### src/sv/lfac_pkg.sv
// Shared types and constants of the largest-fit allocator.
// No dependencies.
package lfac_pkg;

    localparam int LFAC_SEG_MAX = 512;
    localparam int LFAC_REQ_MAX = 1024;
    localparam int LFAC_CW      = 31;
    localparam logic [LFAC_CW-1:0] LFAC_MC_RESET = 31'd65536;

    // one free segment held by a ring cell
    typedef struct packed {
        logic               valid;
        logic [LFAC_CW-1:0] start;
        logic [LFAC_CW-1:0] len;
    } t_seg;

    // grant record word: live flag, start, length
    localparam int LFAC_GW = 1 + 2 * LFAC_CW;

endpackage

### src/sv/lfac_cell.sv
// One cell of the free-segment ring: holds a segment, takes its neighbor's.
// Depends on lfac_pkg.
module lfac_cell import lfac_pkg::*; (
    input  logic i_clk,
    input  logic i_rst_n,
    input  logic i_init_en,
    input  t_seg i_init,
    input  logic i_shift,
    input  t_seg i_d,
    output t_seg o_q
);

    t_seg r_seg;

    // reset and rebuild load the init value, otherwise rotate
    always_ff @(posedge i_clk) begin
        if (!i_rst_n || i_init_en) begin
            r_seg <= i_init;
        end else if (i_shift) begin
            r_seg <= i_d;
        end
    end

    assign o_q = r_seg;

endmodule

### config.mk
export PLATFORM = sky130hd
export DESIGN_NAME = lfac_cell
export DESIGN_NICKNAME = d
export VERILOG_FILES = /design/src/sv/lfac_pkg.sv /design/src/sv/lfac_cell.sv
export SDC_FILE = /design/constraint.sdc
export NUM_CORES = 1
export LEC_CHECK = 0
export ABC_AREA = 1
export ABC_CLOCK_PERIOD_IN_PS = 8300
export BUFFER_PORTS_ARGS = -buffer_cell sky130_fd_sc_hd__buf_2
export CAP_MARGIN = 15
export CORE_UTILIZATION = 45
export CTS_CLUSTER_SIZE = 10
export DETAILED_ROUTE_END_ITERATION = 16
export PLACE_DENSITY = 0.83
export SYNTH_ARGS = -nofsm -noshare
export SYNTH_HDL_FRONTEND = slang
export SYNTH_SLANG_ARGS = --single-unit
export TNS_END_PERCENT = 20
### constraint.sdc
create_clock -name i_clk -period 8.3 [get_ports i_clk]
set_clock_uncertainty 0.05 [all_clocks]
set_input_delay 0.83 -clock i_clk [delete_from_list [all_inputs] [get_ports i_clk]]
set_output_delay 0.83 -clock i_clk [all_outputs]
set_load 0.05 [all_outputs]
# Yosys cells after proc, flatten, opt, wreduce, memory -nomap -nowiden
# Cells that the tools add are included.
# classes
n_mux	2
n_reduce_logical	3
# op_table
op	count
63-bit two-way mux	2
2-bit nonzero test	1
1-bit zero test	1
1-bit logical OR	1
# word_totals
ff_bits	63
input_bits	130
output_inout_bits	63

# Longest topological paths before layout
# Gate-level depths: netlist (run 1).
# logic_depth
ltp_word	3
mapped_depth	5
mapped_depth_nobuf	4

# Worst setup path before layout (run 1)
# OpenSTA, ideal clock, no wires.
# synth_timing
kind	input port to flip-flop
startpoint	input port i_init_en
endpoint	register r_seg (netlist bit o_q[0]), enable pin
setup_ns	0.834
t_arrival_ns	2.586
t_required_ns	7.416
slack_ns	4.829
stages	4
path_buffers	2
path_cell_list	inv_1 -> buf_6 -> buf_6 -> nand3b_1
# synth_between
elab_chain_cells	2
# synth_rtl
element	line	rtl
start: declaration	lfac_cell.sv:6	input logic i_init_en,
1-bit logical OR	lfac_cell.sv:17	if (!i_rst_n || i_init_en) begin
2-bit nonzero test (no line)	n/a	
end signal: assignment	lfac_cell.sv:18	r_seg <= i_init;
end signal: assignment	lfac_cell.sv:20	r_seg <= i_d;
end: declaration	lfac_cell.sv:13	t_seg r_seg;
# Every way passes these cells.
# A chain may end at the register's enable or synchronous reset.

# Worst setup path after layout (run 1)
# layout_timing
startpoint	input port i_init_en
endpoint	register r_seg (netlist bit o_q[37]), data pin
# layout_between
elab_chain_cells	2
# layout_rtl
element	line
1-bit logical OR	lfac_cell.sv:17
63-bit two-way mux	lfac_cell.sv:17
# Every way passes these cells.

==> results of run 1 <==
-- routing by layer --
layer,up-vias,wire [um]
met1,1202,2640
met2,140,4010
met3,4,774
met4,0,57
li1,1305,-
met5,-,0
-- worst min-delay path by stage --
stage	slack (ns)	to	start	cells after the start
2_1_floorplan	0.96	o_q[0]	i_init[0]	2
3_3_place_gp	1.04	o_q[48]	i_init[48]	3
3_5_place_dp	1.05	o_q[6]	i_init[6]	3
4_1_cts	0.71	o_q[17]	i_init[17]	3
5_1_grt	0.71	o_q[22]	i_init[22]	3
6_report	0.73	o_q[17]	i_init[17]	3
-- stage by stage --
stage | hold WS (ns) | cells | setup slack, ns
2_1_floorplan | 0.959 | 275 | 4.83
3_3_place_gp | 1.04 | 524 | 4.96
3_5_place_dp | 1.05 | 524 | 4.92
4_1_cts | 0.707 | 537 | 5.26
5_1_grt | 0.707 | 538 | 5.41
6_report | 0.726 | 538 | 5.61
-- power breakdown --
| part | switching, W | internal, W |
|---|---|---|
| logic | 0.000177 | 0.0000573 |
| clock network | 0.000104 | 0.000101 |
| registers | 0.00000820 | 0.000390 |
| total | 0.000289 | 0.000549 |
-- critical path, delay by kind of cell --
family / cells / cell delay, ns
simple gates: 3 / 0.66
buf+inv: 3 / 1.20
-- area by class of cell --
type,instances,area share
Multi-Input combinational cell,191,0.204
Clock inverter,3,0.00350
Timing Repair Buffer,195,0.254
Sequential cell,63,0.482
Inverter,1,0.000955
Clock buffer,10,0.0325
Tap cell,75,0.0239
-- synthesized netlist by cell type (all sizes together) --
cell,number,share of area
buf,18,0.067
edfxtp,63,0.65
nand2,127,0.16
clkbuf,2,0.0094
nand3,63,0.11
inv,1,0.0013
nand3b,1,0.0026
-- logic make-up (layout without fill, tap and decap cells) --
logic type	Yosys count	in the layout
flops	63	63
simple gates	191	191
buf+inv	21	209
==> results.yml, run 1 <==
outcome:
  status: "complete, no violations"
sta:
  final.period_utilization: 0.324
  hold_viol_final: 0
  max_slew_margin: 0.299
  tightest_slew_ns: 1.05
  grt_setup_unrepaired: "false"
  fin_crit_ns: 2.69
  setup-violations-final: 0
  drv_slew: 0
  tns_ns: 0
  fmax_mhz: 371
drt:
  drc: 0
  drt-wirelength-per-cell_um: 13.9
  drt_iter0_markers: 177
  dr.pass1.iters: 4
  routed_wl_mm: 7.48
  viasPerCell: 4.93
  vias: 2651
  ant_nets: 0
clocking:
  path_clk_slew_ns: 0.06
  cts.htree.levels: 3
  cts_setup_buffers: 0
  cts.sinks: 63
  postCtsHoldBufs: 0
  cts_max_path_buffers: 2
  cts_tree: "yes"
  post_cts_resized: 0
  cts_buffers: 9
  cts_root_buf: "clkbuf_8"
yosys:
  syn_area_mm2: 0.00292
  syn_area_per_cell_um2: 10.6
  synth_compound_area_frac: 0
  synth-simple-area-share: 0.275
  yosys.area_share.xor_xnor: 0
  synthMuxAreaShare: 0
  synth_top_family_by_area: "simple AND/OR/NAND/NOR gates"
  ys_seq_elements: 63
  ys_warn_count: 0
  synth_seq_area_share: 0.648
  syn-num-nets: 405
  netlist_instances: 275
  synth_fa_ha_area_frac: 0
  synth.distinct_cells: 9
pwr:
  power_per_cell_area_mw_per_mm2: 213
  p_leak_nw: 2.07
  finalPower_w: 0.000838
  peakVddDrop_v: 0.000129
worst_setup_path:
  cp_max_fo: 65
  slowest_delay_ns: 0.75
  slowest_stage: "inv_2"
  endpoint: "o_q[37]"
  worstPathRequired_ns: 8.31
  end_kind: "flop"
  arrival_ns: 2.70
  crit_type: "input pin to flop"
  crit_start: "i_init_en"
  crit_path_cell_trace: "buf_2 -> inv_2 -> nand2_2 -> buf_12 -> nand2_1 -> nand2_1"
  cp_common_cell: "nand2_1"
  start_kind: "input pin"
floorplan:
  num_rows: 28
  die_area_mm2: 0.00682
  die_w_um: 82.6
  chipHeight_um: 82.6
  num_io_pins: 193
  start_util: 0.479
  core-area_mm2: 0.00610
place:
  dpl.hpwl_mm: 5.19
  portBuffers: 192
  placed_area_mm2: 0.00377
  place_congestion: 0.747
grt:
  met2_usage: 0.408
  overflow: 0
  grt_first_pass_wirelength_mm: 11.3
  grt_pass1_vias: 2496
  track_usage: 0.226
  antenna_found_initial: 0
  grt_max_degree: 66
  grt_busiest_layer: "met2"
  use_met3: 0.0626
  grt_use_met1: 0.252
cells_and_area:
  seq_area_mm2: 0.00189
  layout_common_cells: "192 x buf_2, 126 x nand2_1, 63 x nand3_1, 63 x edfxtp_1, 9 x clkbuf_8"
  finish.utilization: 0.644
  layout.nets: 591
  area_growth_pct: 34.5
  multi_input_area_um2: 802
  final_area_mm2: 0.00393
  fillerInstances: 514
  largest_register_ff_count: 63
  drive_above_1_share: 0.449
  mostFrequentLayoutCell: "buf_2"
  diodes: 0
job:
  max_cap_viol_count: 0
hold_path:
  hold_path_class: "input pin to flop"
Note: power is estimated with default switching activity, not from simulation.
==> inputs of run 2 (changes only) <==
--- a/config.mk
+++ b/config.mk
@@ -6,13 +6,13 @@
 export NUM_CORES = 1
 export LEC_CHECK = 0
 export ABC_AREA = 1
-export ABC_CLOCK_PERIOD_IN_PS = 8300
+export ABC_CLOCK_PERIOD_IN_PS = 2800
 export BUFFER_PORTS_ARGS = -buffer_cell sky130_fd_sc_hd__buf_2
 export CAP_MARGIN = 15
-export CORE_UTILIZATION = 45
+export CORE_UTILIZATION = 42
 export CTS_CLUSTER_SIZE = 10
 export DETAILED_ROUTE_END_ITERATION = 16
-export PLACE_DENSITY = 0.83
+export PLACE_DENSITY = 0.78
 export SYNTH_ARGS = -nofsm -noshare
 export SYNTH_HDL_FRONTEND = slang
 export SYNTH_SLANG_ARGS = --single-unit
==> constraint.sdc (replaced) <==
create_clock -name i_clk -period 2.8 [get_ports i_clk]
set_clock_uncertainty 0.05 [all_clocks]
set_input_delay 0.28 -clock i_clk [delete_from_list [all_inputs] [get_ports i_clk]]
set_output_delay 0.28 -clock i_clk [all_outputs]
set_load 0.05 [all_outputs]
==> run 2 against run 1 <==
Compared with the run above:
- largest power group unchanged
- critical path type unchanged
- design area is 0.99% higher
- routed wire length is 2.2% lower
- critical path depth is 1 lower
- via count is 0.87% lower
- flip-flop and latch count stayed put
- power grew to 3.0 times the previous value
- die area is 7.0% higher
- first-iteration DRC count is 21% lower
==> results.yml, run 2 (synthesized netlist as in run 1, its figures left out) <==
outcome:
  status: "complete, no violations"
place:
  place_congestion: 0.770
  dp_slack_ns: 0.621
  dpl.hpwl_mm: 5.06
  portBuffers: 192
  place_inst: 530
cells_and_area:
  layout.nets: 592
  layout_common_cells: "192 x buf_2, 126 x nand2_1, 63 x nand3_1, 63 x edfxtp_1, 9 x clkbuf_8"
  largest_register_ff_count: 63
  fillerInstances: 614
  drive_above_1_share: 0.444
  mostFrequentLayoutCell: "buf_2"
  diodes: 0
  area_growth_pct: 35.9
  finalNonFillerCells: 546
pwr:
  power_per_cell_area_mw_per_mm2: 631
  finalPower_w: 0.00250
  peakVddDrop_v: 0.000275
  p_leak_nw: 2.08
clocking:
  cts.sinks: 63
  cts_root_buf: "clkbuf_8"
  cts.htree.levels: 3
  cts_buffers: 9
  postCtsHoldBufs: 0
  cts_setup_buffers: 0
  path_clk_slew_ns: 0.07
  post_cts_resized: 0
  cts_max_path_buffers: 2
  cts_tree: "yes"
drt:
  routed_wl_mm: 7.32
  drt-wirelength-per-cell_um: 13.4
  dr.pass1.iters: 4
  drc: 0
  wl_met2_mm: 3.81
  wl_met1_mm: 2.85
  vias: 2628
  wl_met3_um: 530
  drt_iter0_markers: 139
  routed.top_layer: "met4"
  viasPerCell: 4.81
  ant_nets: 0
sta:
  fin_crit_ns: 1.66
  fin_ws_ns: 1.14
  hold_slack_ns: 0.165
  fmax_mhz: 604
  max_slew_margin: 0.588
  drv_slew: 0
  setup-violations-final: 0
  hold_viol_final: 0
  final.period_utilization: 0.592
  grt_setup_unrepaired: "false"
  tightest_slew_ns: 0.616
worst_setup_path:
  arrival_ns: 1.68
  crit_type: "input pin to flop"
  end_kind: "flop"
  cp_max_fo: 32
  endpoint: "o_q[39]"
  start_kind: "input pin"
  worstPathRequired_ns: 2.83
  crit_start: "i_rst_n"
floorplan:
  die_w_um: 85.4
  num_rows: 30
  start_util: 0.432
  die_area_mm2: 0.00729
  chipHeight_um: 85.4
  core-area_mm2: 0.00676
  num_io_pins: 193
grt:
  grt_pass1_vias: 2501
  grt_max_degree: 66
  overflow: 0
  antenna_found_initial: 0
  grt_first_pass_wirelength_mm: 11.3
  track_usage: 0.204
hold_path:
  hold_path_class: "input pin to flop"
job:
  max_cap_viol_count: 0
-- run 2: through the flow --
step	area [um^2]	setup TNS (ns)	utilization
3_5_place_dp	3790	0	0.561
4_1_cts	3940	0	0.583
3_3_place_gp	3790	0	0.561
6_report	3970	0	0.587
5_1_grt	3970	0	0.587
2_1_floorplan	2940	-2.55	-
-- run 2: cell type report --
type                       count  area, um^2  area share
inverter                       1        16.3     0.00410
timing repair buffer         196        1010       0.255
multi-input combinational    191         802       0.202
tap                           80         100      0.0252
clock inverter                 3        11.3     0.00284
sequential                    63        1890       0.477
clock buffer                  12         135      0.0341
-- run 2: worst max-delay path, stage by stage --
cell     delay, ns
buf_2         0.41
nand2_2       0.50
buf_16        0.33
nand2_1       0.08
nand2_1       0.05
-- run 2: worst min-delay path by stage --
stage                    start      end  cells past startpoint
global route        i_init[57]  o_q[57]                      3
floorplan            i_init[0]   o_q[0]                      2
finish              i_init[27]  o_q[27]                      3
CTS                 i_init[60]  o_q[60]                      3
global placement    i_init[12]  o_q[12]                      3
detailed placement  i_init[30]  o_q[30]                      3
-- run 2: report_power, final --
part	leakage, nW	internal (W)	total, W	switching, W
combinational	1.34	0.000172	0.000697	0.000525
sequential	0.663	0.00116	0.00118	0.0000264
clock	0.0730	0.000309	0.000623	0.000315
total	2.08	0.00164	0.00250	0.000866
-- run 2: metal layers --
layer | track usage | up-vias
li1 | - | 1311
met1 | 0.230 | 1177
met2 | 0.364 | 128
met3 | 0.0496 | 12
met4 | 0.0955 | 0
met5 | 0 | -
