===== src/sv/lfac_ram.sv =====
// Generic single-write, single-read RAM with registered read data.
// No dependencies.
module lfac_ram #(
    parameter int WIDTH = 8,
    parameter int DEPTH = 16
) (
    input  logic                     i_clk,
    input  logic                     i_we,
    input  logic [$clog2(DEPTH)-1:0] i_waddr,
    input  logic [WIDTH-1:0]         i_wdata,
    input  logic [$clog2(DEPTH)-1:0] i_raddr,
    output logic [WIDTH-1:0]         o_rdata
);

    logic [WIDTH-1:0] r_mem [DEPTH];
    logic [WIDTH-1:0] r_rdata;

    always_ff @(posedge i_clk) begin
        if (i_we) begin
            r_mem[i_waddr] <= i_wdata;
        end
        r_rdata <= r_mem[i_raddr];
    end

    assign o_rdata = r_rdata;

endmodule


===== config.mk =====
export PLATFORM = sky130hd
export DESIGN_NAME = lfac_ram
export DESIGN_NICKNAME = d
export VERILOG_FILES = /design/src/sv/lfac_ram.sv
export SDC_FILE = /design/constraint.sdc
export NUM_CORES = 1
export LEC_CHECK = 0
export ABC_CLOCK_PERIOD_IN_PS = 5200
export BUFFER_PORTS_ARGS = -buffer_cell sky130_fd_sc_hd__buf_4
export CORE_UTILIZATION = 50
export CTS_CLUSTER_DIAMETER = 60
export DETAILED_ROUTE_END_ITERATION = 10
export PLACE_DENSITY = 0.67
export SYNTH_ARGS = -nofsm -noshare
export SYNTH_HDL_FRONTEND = slang
export SYNTH_SLANG_ARGS = --single-unit

===== constraint.sdc =====
create_clock -name i_clk -period 5.2 [get_ports i_clk]
set_clock_uncertainty 0.15 [all_clocks]
set_input_delay 0 -clock i_clk [delete_from_list [all_inputs] [get_ports i_clk]]
set_output_delay 0 -clock i_clk [all_outputs]
set_load 0.01 [all_outputs]

## Word-level counts from Yosys, hierarchy flattened

Memory sizes are Yosys's and may differ from the RTL's. A register that Yosys moved wholly into a read port is not among the register bits.
Index checks and enable logic that the tools add are counted.

- RAM bits: 128
- Output and inout bits: 8
- Bits in registers: 0
- Word-level logic and storage cells: 3
- Memories kept: 1
- Input bits: 18

Memories:

| memory | depth | bits a word | read ports | clocked after memory_dff | write ports | RTL line | RTL |
|---|---|---|---|---|---|---|---|
| r_mem | 16 | 8 | 1 | 1 | 1 | 15 | `logic [WIDTH-1:0] r_mem [DEPTH];` |

- Muxes and demuxes: 2

Operators with widths:

| operator | count |
|---|---|
| 1-bit 2-to-1 mux | 2 |

## Depth between registers and ports, before layout

Gate-level depths: netlist (run 1).

- Depth after elaboration: 2
- Depth in mapped cells: 5
- Depth with buffers taken out: 3

## Worst setup path after synthesis (run 1)

Ideal clock, no wire load.

- Kind: input-to-reg
- From: input i_waddr[2]
- To: memory r_mem[0][0], enable pin
- Library setup time: 383 ps
- Arrival time: 1,110 ps
- Cell stages on the path: 2
- Setup slack: 3,557 ps
- Path through: or3b_2 > nor3_1

RTL lines:

| element | RTL line | RTL |
|---|---|---|
| start, declared | 9 | `input logic [$clog2(DEPTH)-1:0] i_waddr,` |
| end, declared | 15 |  |

No word-level cell before the write port.

==> metrics.cfg, run 1 <==
[routing]
initialDrtViolationCount=134
ant_nets=0
drt_wl_total_um=9560
first_pass_iters=6
routed_via_density=5.74
wl_per_cell_um=22.3
vias=2456
route.detailed.drc=0

[synthesis]
synth_edf_count=128
synthArstFlopShare_pct=0
synth_warnings=0
synth.distinct_cells=19
synth_fp_nets=247
yosys_register_bits=136
synthCells=229
syn_avg_cell_area_um2=22.5
seq_area_frac_synth_pct=77.8
synth_flop_cell=edfxtp_1
syn_area_um2=5150

[timing]
final.min_clock_period_ps=2460
rsz0062_at_grt=no
tightest_slew_ps=1080
timing.fmax_mhz=406
fin_ws_ps=2740
relSlewSlack_pct=27.4
tns_ps=0
hold_viol=0
drv_slew=0
finalSetupViolCount=0
finalCritPeriodShare_pct=47.3

[placed_design]
io_buffers=25
place_hpwl_um=5620
place_congestion=0.735
pre_cts_ws_ps=3200
place_inst=379

[critical_path]
end_kind=flip-flop
rr_startpoint=r_mem[9][2]
reg2regPathDepth=5
crit_path_cell_trace=mux4_1 > a22oi_1 > dlygate4sd3_1 > nand2_1 > dlygate4sd3_1
arrival_ps=2710
path_class=flip-flop to flip-flop
cp_top_family=buffers and inverters
path_common_cell=dlygate4sd3_1
startpoint_type=flip-flop
path_max_fanout=1
critPathSlowestCell=dlygate4sd3_1
required_ps=5450
r2r_slack_ps=2740
r2r_end=o_rdata[2]
path_buf_inv=2
cp_slowest_stage_delay_ps=560
cp.depth=5

[worst_hold_path]
hp-class=input pin to flip-flop
whs_endpoint=o_rdata[4]
hold_depth=4
min_from=i_raddr[1]

[clock_network]
clock_latency_ps=510
tritoncts=built
post_cts_resized=0
root_buffer=clkbuf_8
post_cts_buffers=0
cts_buffer_depth=2
clock_sink_count=136
clkTransAtPathRegs_ps=60
htree_levels=4
cts_made_buffers=17
cts_hold_buf=17

[finish]
finalNonFillerCells=428
final_util_pct=62.2
drive_above_1_share_pct=26.4
nets=300
fillers=664
regArea_um2=4000
multiInputGateArea_um2=1060
syn2layout_area_growth_pct=19.3
antennaDiodeCount=0

[floorplan]
die_width_um=103
num_io_pins=26
die_h_um=103
dieArea_um2=10700
start_util_pct=52.2
row_count=36
core_region_area_um2=9860

[job]
cap_viol_max_count=0

[grt]
grt_pass1_wl_um=14100
grt_start_max_net_pins=33
grt_pass1_vias=2500
antenna_found_initial=0
grt_overflow=0
groute.usage.overall_pct=20.0

[power]
ir_drop_v=0.000188
p_per_area_nw_per_um2=393
finalPower_mw=2.41
power_leakage_nw=2.04

[outcome]
status=finished, final reports clean

per-layer routing:
layer / vias to the layer above / wire length (um) / GRT usage, % / share of wire [%]
met5: - / 0 / 0 / 0
met4: 0 / 170 / 8.88 / 1.8
met3: 12 / 719 / 4.44 / 7.5
met2: 107 / 4880 / 32.6 / 51
met1: 1256 / 3800 / 26.3 / 40
li1: 1081 / - / - / -
logic make-up after synthesis:
family,after synthesis,synth area share [%]
AOI/OAI and AO/OA,16,2.33
buffers and inverters,10,1.68
muxes,32,15.0
and+or+nand+nor,35,3.18
DFF,136,77.8
cells in the mapped netlist, drive strengths merged (2+ instances only):
cell type | number | share of area [%]
a22oi | 16 | 2.3
buf | 7 | 1.1
clkdlybuf4s25 | 3 | 0.58
dfxtp | 8 | 3.1
edfxtp | 128 | 75
mux4 | 32 | 15
nand2 | 9 | 0.66
nand2b | 2 | 0.24
nand3b | 2 | 0.29
nor2 | 13 | 0.95
nor3 | 4 | 0.39
worst max-delay path by stage:
stage / from / endpoint / slack, ps
after global routing: r_mem[9][2] / o_rdata[2] / 2650
after global placement: i_waddr[2] / r_mem[0][0] / 3230
after detailed placement: i_waddr[2] / r_mem[0][0] / 3200
final: r_mem[9][2] / o_rdata[2] / 2740
after CTS: r_mem[9][2] / o_rdata[2] / 2730
after floorplan: i_waddr[2] / r_mem[0][0] / 3560
cell type report:
type | instances | area share [%]
clock buffer | 17 | 6.75
clock inverter | 15 | 1.94
timing repair buffer | 44 | 6.07
sequential | 136 | 65.2
multi-input combinational | 83 | 17.3
tap | 133 | 2.71
power by group:
group / switching [mW] / internal, mW / leakage (nW)
logic: 0.0666 / 0.0600 / 0.575
registers: 0.00615 / 1.23 / 1.22
clock network: 0.462 / 0.592 / 0.242
flip-flops by register name, summed over array words and instances, names as in the netlist:
name	count
r_mem	128
o_rdata	8
cells in the final DEF (no fill, tap or decap), types with 5 or more instances in the layout:
| master | count |
|---|---|
| a22oi_1 | 16 |
| inv_6 | 5 |
| clkinvlp_4 | 6 |
| nand2_1 | 9 |
| nor2_1 | 13 |
| dfxtp_1 | 8 |
| mux4_2 | 18 |
| buf_4 | 27 |
| dlygate4sd3_1 | 17 |
| clkbuf_16 | 16 |
| edfxtp_1 | 128 |
| mux4_1 | 14 |
stage by stage:
| step | instance area (um^2) | hold slack (ps) |
|---|---|---|
| floorplan | 5150 | -51.1 |
| global placement | 5440 | 156 |
| detailed placement | 5440 | 174 |
| CTS | 6140 | 14.7 |
| global route | 6140 | 25.2 |
| finish | 6140 | 13.6 |
worst min-delay path: stages:
cell and delay, ps:
buf_4 250, mux4_2 270, a22oi_1 60, nand2_1 50
Power figures use the tool's default switching activity.
==> inputs of run 2 (changes only) <==
ABC_CLOCK_PERIOD_IN_PS = 2200   (was 5200)
PLACE_DENSITY = 0.7   (was 0.67)
clock period = 2.2 ns   (was 5.2 ns; I/O delays follow)
==> run 2 against run 1 <==
  * Utilization up 2.2 points
  * Clock-buffer cell count is 3 higher
  * Largest power group unchanged
  * Power grew 150%
  * Sequential cell count did not move
  * Combinational power rose by 140%
  * Register-to-register slack got worse by 2500 ps
  * Cell count is 4.7% higher
  * First-iteration DRC count is 18% lower
  * Sequential share of layout area is 2.3 points lower
  * Global-route usage increased by 0.063 points
  * Critical path type is now input pin to flip-flop
  * Critical endpoint is now o_rdata[0]
==> metrics.cfg, run 2 (synthesis gave the netlist of run 1 again) <==
[grt]
groute.usage.overall_pct=20.1
grt_overflow=0
grt_start_max_net_pins=33
grt_pass1_wl_um=14500
grt_pass1_vias=2620
antenna_found_initial=0

[timing]
timing.fmax_mhz=491
tightest_slew_ps=720
final.min_clock_period_ps=2040
fin_ws_ps=161
relSlewSlack_pct=51.9
tns_ps=0
finalCritPeriodShare_pct=92.7
finalSetupViolCount=0
rsz0062_at_grt=no
hold_viol=0
drv_slew=0

[placed_design]
place_hpwl_um=5860
pre_cts_ws_ps=595
io_buffers=25
place_congestion=0.706

[power]
power_leakage_nw=2.18
ir_drop_v=0.000486
p_per_area_nw_per_um2=940

[clock_network]
post_cts_buffers=0
cts_made_buffers=17
cts_buffer_depth=2
htree_levels=4
tritoncts=built
clock_sink_count=136
clock_latency_ps=510
root_buffer=clkbuf_8
clkTransAtPathRegs_ps=60

[critical_path]
path_max_fanout=9
required_ps=2450
startpoint_type=input pin
end_kind=flip-flop
arrival_ps=2290
path_class=input pin to flip-flop

[routing]
first_pass_iters=4
wl_per_cell_um=21.2
initialDrtViolationCount=110
route.detailed.drc=0
drt_wl_total_um=9480
routed_via_density=5.53
vias=2476
ant_nets=0

[floorplan]
die_width_um=103
num_io_pins=26
row_count=36
core_region_area_um2=9860
die_h_um=103
start_util_pct=52.2
dieArea_um2=10700

[job]
cap_viol_max_count=0

[finish]
final_cell_mix=edfxtp_1, buf_4, dlygate4sd3_1
multiInputGateArea_um2=1060
top_register=r_mem
nets=320
largest_reg_flops=128
regArea_um2=4000
fillers=661
drive_above_1_share_pct=29.8
syn2layout_area_growth_pct=23.6
final_common_cell=edfxtp_1
antennaDiodeCount=0

[worst_hold_path]
hp-class=input pin to flip-flop

[outcome]
status=finished, final reports clean

## run 2: layout make-up
cell class	instances	share of cell area, %
Multi-Input combinational cell	83	16.6
Timing Repair Buffer	64	8.56
Clock inverter	12	2.40
Tap cell	133	2.62
Clock buffer	20	6.85
Sequential cell	136	63.0
## run 2: power breakdown
group / switching, mW / total [mW] / internal (mW)
combinational: 0.154 / 0.311 / 0.156
sequential: 0.0224 / 2.92 / 2.90
clock: 1.00 / 2.75 / 1.75
## run 2: routing by layer
metal	wire [um]	GRT usage [%]
met5	0	0
met4	182	8.23
met3	393	4.17
met2	4620	32.1
met1	4290	27.4
## run 2: per-stage QoR
step	instances	hold slack (ps)	power (mW)	area (um^2)	utilization [%]
2_1_floorplan	229	-51.1	3.12	5150	-
3_3_place_gp	397	153	3.25	5580	56.5
3_5_place_dp	397	166	3.26	5580	56.5
4_1_cts	448	1.44	6.03	6360	64.4
5_1_grt	448	41.5	6.14	6360	64.5
6_report	448	14.5	5.98	6360	64.5
## run 2: worst max-delay path, cell delays in order
cell and delay [ps]:
dlygate4sd3_1 520, buf_4 210, buf_6 190, mux4_1 550, a22oi_1 190, nand2_1 60, dlygate4sd3_1 550
## run 2: path summary, 6_finish.rpt
path                    start         end  slack, ps  cells after the start
setup / recovery   i_raddr[0]  o_rdata[0]        160                      7
hold / removal     i_raddr[1]  o_rdata[7]         10                      4
setup reg to reg  r_mem[1][0]  o_rdata[0]        250                      4
hold reg to reg   r_mem[7][7]  o_rdata[7]        530                      3
## run 2: repair_timing
action | 4_1_cts | 5_1_grt
endpoints found under the setup margin | 0 | 1
resized for setup | 0 | 1
endpoints found under the hold margin | 212 | 0
hold buffers | 19 | 0
==> inputs of run 3 (changes only) <==
ABC_CLOCK_PERIOD_IN_PS = 2600   (was 2200)
PLACE_DENSITY = 0.67   (was 0.7)
clock period = 2.6 ns   (was 2.2 ns; I/O delays follow)
==> run 3 against run 2 <==
  * Utilization fell by 0.24 points
  * Clock power fell by 12%
  * Hold slack improved by 110 ps
  * Via count rose by 0.85%
  * Clock-buffer cell count rose by 4
  * Sequential share of layout area rose by 0.24 points
  * Sequential power fell by 15%
  * Critical path depth fell by 2
  * Sequential cell count did not move
  * Global-route usage rose by 0.76 points
  * Critical endpoint is now o_rdata[4]
  * Highest routed layer unchanged
==> metrics.cfg, run 3 (synthesis gave the netlist of run 1 again) <==
[placed_design]
pre_cts_ws_ps=763
place_area_um2=5520
place_congestion=0.819
io_buffers=25
place_hpwl_um=5920

[finish]
largest_reg_flops=128
drive_above_1_share_pct=27.7
final_util_pct=64.2
syn2layout_area_growth_pct=23.1
nets=316
antennaDiodeCount=0
final_cell_mix=edfxtp_1, buf_4, dlygate4sd3_1
final_common_cell=edfxtp_1
final_cell_area_um2=6340
top_register=r_mem

[grt]
grt_start_max_net_pins=33
groute.usage.overall_pct=20.9
grt_overflow=0
grt_pass1_wl_um=14700
grt_pass1_vias=2620
antenna_found_initial=0

[critical_path]
path_class=flip-flop to flip-flop
required_ps=2850
startpoint_type=flip-flop
path_max_fanout=1
crit_path_cell_trace=mux4_1 > a22oi_1 > dlygate4sd3_1 > nand2_1 > dlygate4sd3_1
r2r_end=o_rdata[4]
cp_top_family=buffers and inverters
path_common_cell=dlygate4sd3_1
startpoint=r_mem[9][4]
cp_slowest_stage_delay_ps=570
reg2regPathDepth=5
arrival_ps=2790
critPathSlowestCell=dlygate4sd3_1
end_kind=flip-flop
path_buf_inv=2
r2r_slack_ps=60
rr_startpoint=r_mem[9][4]

[clock_network]
post_cts_buffers=0
post_cts_resized=0
clock_sink_count=136
cts_buffer_depth=2
clkTransAtPathRegs_ps=60
cts_made_buffers=17
htree_levels=4
cts_hold_buf=21
tritoncts=built
root_buffer=clkbuf_8
clock_latency_ps=520

[routing]
ant_nets=0
initialDrtViolationCount=226
drt_wl_total_um=9920
wl_per_cell_um=22.4
first_pass_iters=4
route.detailed.drc=0
routed_via_density=5.64
vias=2497

[timing]
tns_ps=0
hold_viol=0
rsz0062_at_grt=no
final.min_clock_period_ps=2540
finalSetupViolCount=0
tightest_slew_ps=900
timing.fmax_mhz=394
relSlewSlack_pct=39.8
fin_ws_ps=60.7
drv_slew=0
finalCritPeriodShare_pct=97.7

[power]
finalPower_mw=5.14
switching_share_pct=19.0
power_frac_seq_pct=48.0
p_clk_share_pct=46.8
p_switching_mw=0.975
p_int_mw=4.16
ir_drop_v=0.000407
combinationalPowerShare_pct=5.2
power_leakage_nw=2.17
p_per_area_nw_per_um2=811

[worst_hold_path]
whs_endpoint=o_rdata[0]
min_from=i_raddr[0]
hold_depth=4
hp-class=input pin to flip-flop

[floorplan]
die_h_um=103
start_util_pct=52.2
num_io_pins=26
dieArea_um2=10700
row_count=36
die_width_um=103
core_region_area_um2=9860

[outcome]
status=finished, final reports clean

[job]
cap_viol_max_count=0

## run 3: cell types whose count changed in the layout (fill, tap and decap cells not counted), sizes merged
cell         previous run  this run
dlygate4sd3            19        21
buf                    45        39
clkbuf                 20        24
clkinvlp                4         1
clkinv                  5         3
## run 3: worst max path at each step
| stage | to | slack (ps) | cells after the start |
|---|---|---|---|
| 3_5_place_dp | r_mem[3][3] | 760 | 3 |
| 5_1_grt | o_rdata[4] | 30 | 5 |
| 3_3_place_gp | r_mem[3][5] | 800 | 3 |
| 4_1_cts | o_rdata[4] | 150 | 5 |
| 6_report | o_rdata[4] | 60 | 5 |
| 2_1_floorplan | r_mem[0][0] | 960 | 2 |
## run 3: worst reg2reg max path, stage by stage, from the launching register on
cell	delay (ps)
edfxtp_1	350
mux4_1	520
a22oi_1	210
dlygate4sd3_1	570
nand2_1	50
dlygate4sd3_1	570
## run 3: metrics by stage
| step | hold WS [ps] | cells |
|---|---|---|
| floorplan | -51.1 | 229 |
| global placement | 165 | 391 |
| detailed placement | 180 | 391 |
| CTS | 122 | 443 |
| global route | 154 | 443 |
| finish | 128 | 443 |
## run 3: layout make-up
cell class | instances | area [um^2]
timing repair buffer | 60 | 503
sequential | 136 | 4000
clock inverter | 7 | 115
multi-input combinational | 83 | 1060
clock buffer | 24 | 490
tap | 133 | 166
fill | 674 | 3530
## run 3: power groups by stage
stage | Clock, mW | Combinational, mW | Sequential, mW
final | 2.41 | 0.266 | 2.47
after global routing | 2.53 | 0.286 | 2.47
after CTS | 2.44 | 0.267 | 2.47
after detailed placement | 0 | 0.241 | 2.51
after global placement | 0 | 0.236 | 2.51
after floorplan | 0 | 0.124 | 2.51
## run 3: per-layer routing
metal | global-route usage, % | vias to the layer above | wire (um)
met2 | 32.7 | 81 | 4970
met3 | 5.85 | 16 | 542
met4 | 8.99 | 0 | 172
met5 | 0 | - | 0
met1 | 27.7 | 1286 | 4240
li1 | - | 1114 | -
